### src/rtl/csof_ram.sv
`default_nettype none
module csof_ram #(
    parameter int unsigned WIDTH = 32,
    parameter int unsigned DEPTH = 64
) (
    input  wire                      i_clk,
    input  wire                      i_we,
    input  wire [$clog2(DEPTH)-1:0]  i_waddr,
    input  wire [WIDTH-1:0]          i_wdata,
    input  wire [$clog2(DEPTH)-1:0]  i_raddr,
    output logic [WIDTH-1:0]         o_rdata
);
    logic [WIDTH-1:0] r_mem [DEPTH];

    always_ff @(posedge i_clk) begin
        if (i_we) begin
            r_mem[i_waddr] <= i_wdata;
        end
        o_rdata <= r_mem[i_raddr];
    end
endmodule
`default_nettype wire
### config.mk
export PLATFORM = sky130hd
export DESIGN_NAME = csof_ram
export DESIGN_NICKNAME = d
export VERILOG_FILES = /design/src/rtl/csof_ram.sv
export SDC_FILE = /design/constraint.sdc
export NUM_CORES = 2
export LEC_CHECK = 0
export BUFFER_PORTS_ARGS = -buffer_cell sky130_fd_sc_hd__buf_2
export CAP_MARGIN = 10
export CORE_MARGIN = 4
export CORE_UTILIZATION = 40
export DETAILED_ROUTE_END_ITERATION = 6
export GPL_ROUTABILITY_DRIVEN = 0
export HOLD_SLACK_MARGIN = 0.06
export SYNTH_ARGS = -nofsm -noshare
export SYNTH_HDL_FRONTEND = slang
export SYNTH_SLANG_ARGS = --single-unit
### constraint.sdc
create_clock -name i_clk -period 5.6 [get_ports i_clk]
set_clock_uncertainty 0.1 [all_clocks]
set_input_delay 1.12 -clock i_clk [delete_from_list [all_inputs] [get_ports i_clk]]
set_output_delay 1.12 -clock i_clk [all_outputs]
set_load 0.1 [all_outputs]
==> flow_summary.yaml <==
setup_path:
  number_of_cells_traversed_by_the_worst_register_to_register_path: 4
  arrival_ns: 4.08
  worst-setup-path-type: "in -> reg"
  critical_path.max_fanout: 47
  critical_path.startpoint_type: "primary input"
  critPathCaptureType: "flip-flop"
  critical_path_required_ns: 6.19
yosys:
  post_synth_num_cell_types: 34
  ys_top_cells_by_area: "sky130_fd_sc_hd__edfxtp_1, sky130_fd_sc_hd__mux4_2, sky130_fd_sc_hd__mux2i_1"
  syn-instance-count: 3324
  yosys_warnings: 0
  yosysTopAreaCellShare_pct: 78.3
  synthesis.area_sq_um: 78500
  synth_sequential_area_ratio_pct: 79.1
  synth-seq-cells: 2080
  syn_nets: 3370
  synthesis.area_per_instance_sq_um: 23.6
  post-synth-top-area-cell: "sky130_fd_sc_hd__edfxtp_1"
die:
  die_width_um: 451
  floorplan.initialDensity_pct: 40.3
  floorplan.io_pins: 78
  rows: 162
  fp.dieH_um: 451
  fp.dieArea_sq_um: 203000
  placeableCoreArea_sq_um: 195000
sta:
  timing.final.hold_violations: 0
  timing.slew.headroom_pct: 17.0
  slew_viol_final: 0
  slew_at_the_pin_with_the_worst_max_slew_slack_ns: 1.24
  maxClockFrequency_mhz: 286
  setup_viol: 0
  unrepaired_setup_endpoints_after_global_routing: "false"
  fin_crit_sh_pct: 62.5
  total_negative_setup_slacks_ns: 0
  finalWorstPathRequiredPeriod_ns: 3.50
drt:
  route.detailed.drc: 0
  wl_mm: 200
  final_antenna_net_count: 0
  viasPerCell: 5.73
  drt_pre_antenna_iters: 7
  number_of_vias_in_the_routed_layout: 36674
  routedWlPerCell_um: 31.3
  drt_iter0_drc: 4211
clock_network:
  cts_repair_resized_insts: 0
  post_cts_buffers: 0
  cts-buffers-inserted: 203
  root_buffer: "sky130_fd_sc_hd__clkbuf_16"
  tritoncts: "built"
  h-tree-depth: 4
  hold_fix_buffers_cts: 0
  cts-root-to-sink-buffers: 3
  clk_pin_slew_worst_paths_ns: 0.06
  clk_latency_ns: 0.82
  numClockSinks: 2080
job:
  drv_cap: 0
finish:
  mostFrequentLayoutCells: "sky130_fd_sc_hd__edfxtp_1, sky130_fd_sc_hd__mux4_2, sky130_fd_sc_hd__clkbuf_16"
  fill_cells: 16043
  final_util_pct: 46.2
  stdcell_area_sq_um: 90100
  layout-area-overhead-vs-synth_pct: 14.7
  seq_area_sq_um: 62100
  layout.cells.most_common: "sky130_fd_sc_hd__edfxtp_1"
  multi_input_gate_area_in_the_final_layout_sq_um: 16000
  post_route_cells_drive_above_1_share_pct: 30.9
  design.final.nets: 3636
placed_design:
  portBuffers: 77
  post-dp-hpwl_mm: 116
  placed_inst_area_sq_um: 83400
power_and_ir_drop:
  p_leak_nw: 27.9
  power_density_nw_per_um2: 362
  vdd.ir_drop.worst_uv: 300
min_path:
  timing.hold.worst.class: "reg -> reg"
  whs_path_depth: 4
global_routing:
  grt_max_degree: 78
  antenna_found_initial: 17
  track_usage_pct: 19.6
  first_global_vias: 37603
  grt_overflow_total: 0
  grt_first_pass_wirelength_mm: 286
status:
  run_status: "finished, final reports clean"
-- worst max-delay path, cell delays in order --
cell and delay [ns]:
sky130_fd_sc_hd__buf_8 0.51, sky130_fd_sc_hd__buf_12 0.32, sky130_fd_sc_hd__buf_12 0.29, sky130_fd_sc_hd__mux4_2 0.55
sky130_fd_sc_hd__mux4_2 0.52, sky130_fd_sc_hd__o22ai_1 0.52, sky130_fd_sc_hd__nor2_1 0.10
-- per-layer routing --
metal | global-route usage [%] | vias to the layer above | wire length (um) | part of all wire, %
li1 | - | 14849 | - | -
met1 | 27.8 | 20100 | 84400 | 42
met2 | 32.1 | 1444 | 98800 | 49
met3 | 3.22 | 277 | 12700 | 6.4
met4 | 4.87 | 4 | 4410 | 2.2
met5 | 0 | - | 27 | 0.013
-- sequential cells by signal (all words and copies together) (netlist names) --
signal / count
r_mem: 2048
o_rdata: 32
-- final cells by class --
type / count / share of cell area [%]
timing repair buffer: 243 / 2.24
tap: 2624 / 3.65
clock buffer: 256 / 6.14
multi-input combinational: 1062 / 17.7
antenna: 8 / 0.0222
clock inverter: 127 / 1.23
sequential: 2080 / 69.0
-- synthesized netlist by cell type (all sizes together) --
master and n:
o22ai 84, nor2b 15, nor2 137, buf 108, nand4 2, a41o 4, nand3 5, and2 2
or3 3, o221ai 27, nand2 26, nand2b 8, nand3b 5, and3 4, edfxtp 2048, nor3 7
mux2i 93, dfxtp 32, mux4 544, a311oi 8, or3b 5, a22oi 12, a31oi 1, o32ai 4
clkbuf 74, or2 3, nand4b 1, a21oi 62
-- power by group --
| part | total [W] | switching (W) | internal (W) | leakage, nW |
|---|---|---|---|---|
| registers | 0.0173 | 0.0000886 | 0.0172 | 18.7 |
| logic | 0.00179 | 0.00121 | 0.000588 | 5.94 |
| clock network | 0.0135 | 0.00581 | 0.00770 | 3.27 |
-- through the flow --
step	hold WS, ns	power [W]	worst slack, ns	instances
CTS	0.656	0.0329	2.06	6391
floorplan	0.563	0.0187	1.22	3324
finish	0.661	0.0326	2.10	6400
global placement	0.618	0.0195	1.14	6008
global route	0.626	0.0337	2.04	6395
detailed placement	0.644	0.0195	1.17	6008
-- path summary, 6_finish.rpt --
path,start,to,slack (ns)
max reg2reg,r_mem[3][11],o_rdata[11],3.30
min,r_mem[12][8],o_rdata[8],0.66
min reg2reg,r_mem[12][8],o_rdata[8],0.66
max,i_raddr[0],o_rdata[12],2.10
-- cells by family after synthesis --
kind of cell	Yosys count	share of synthesized area (%)
flops	2080	79.1
mux	637	16.8
simple gates	223	1.27
compound gates	202	1.67
buf+inv	182	1.13
(Power assumes the default switching activity.)
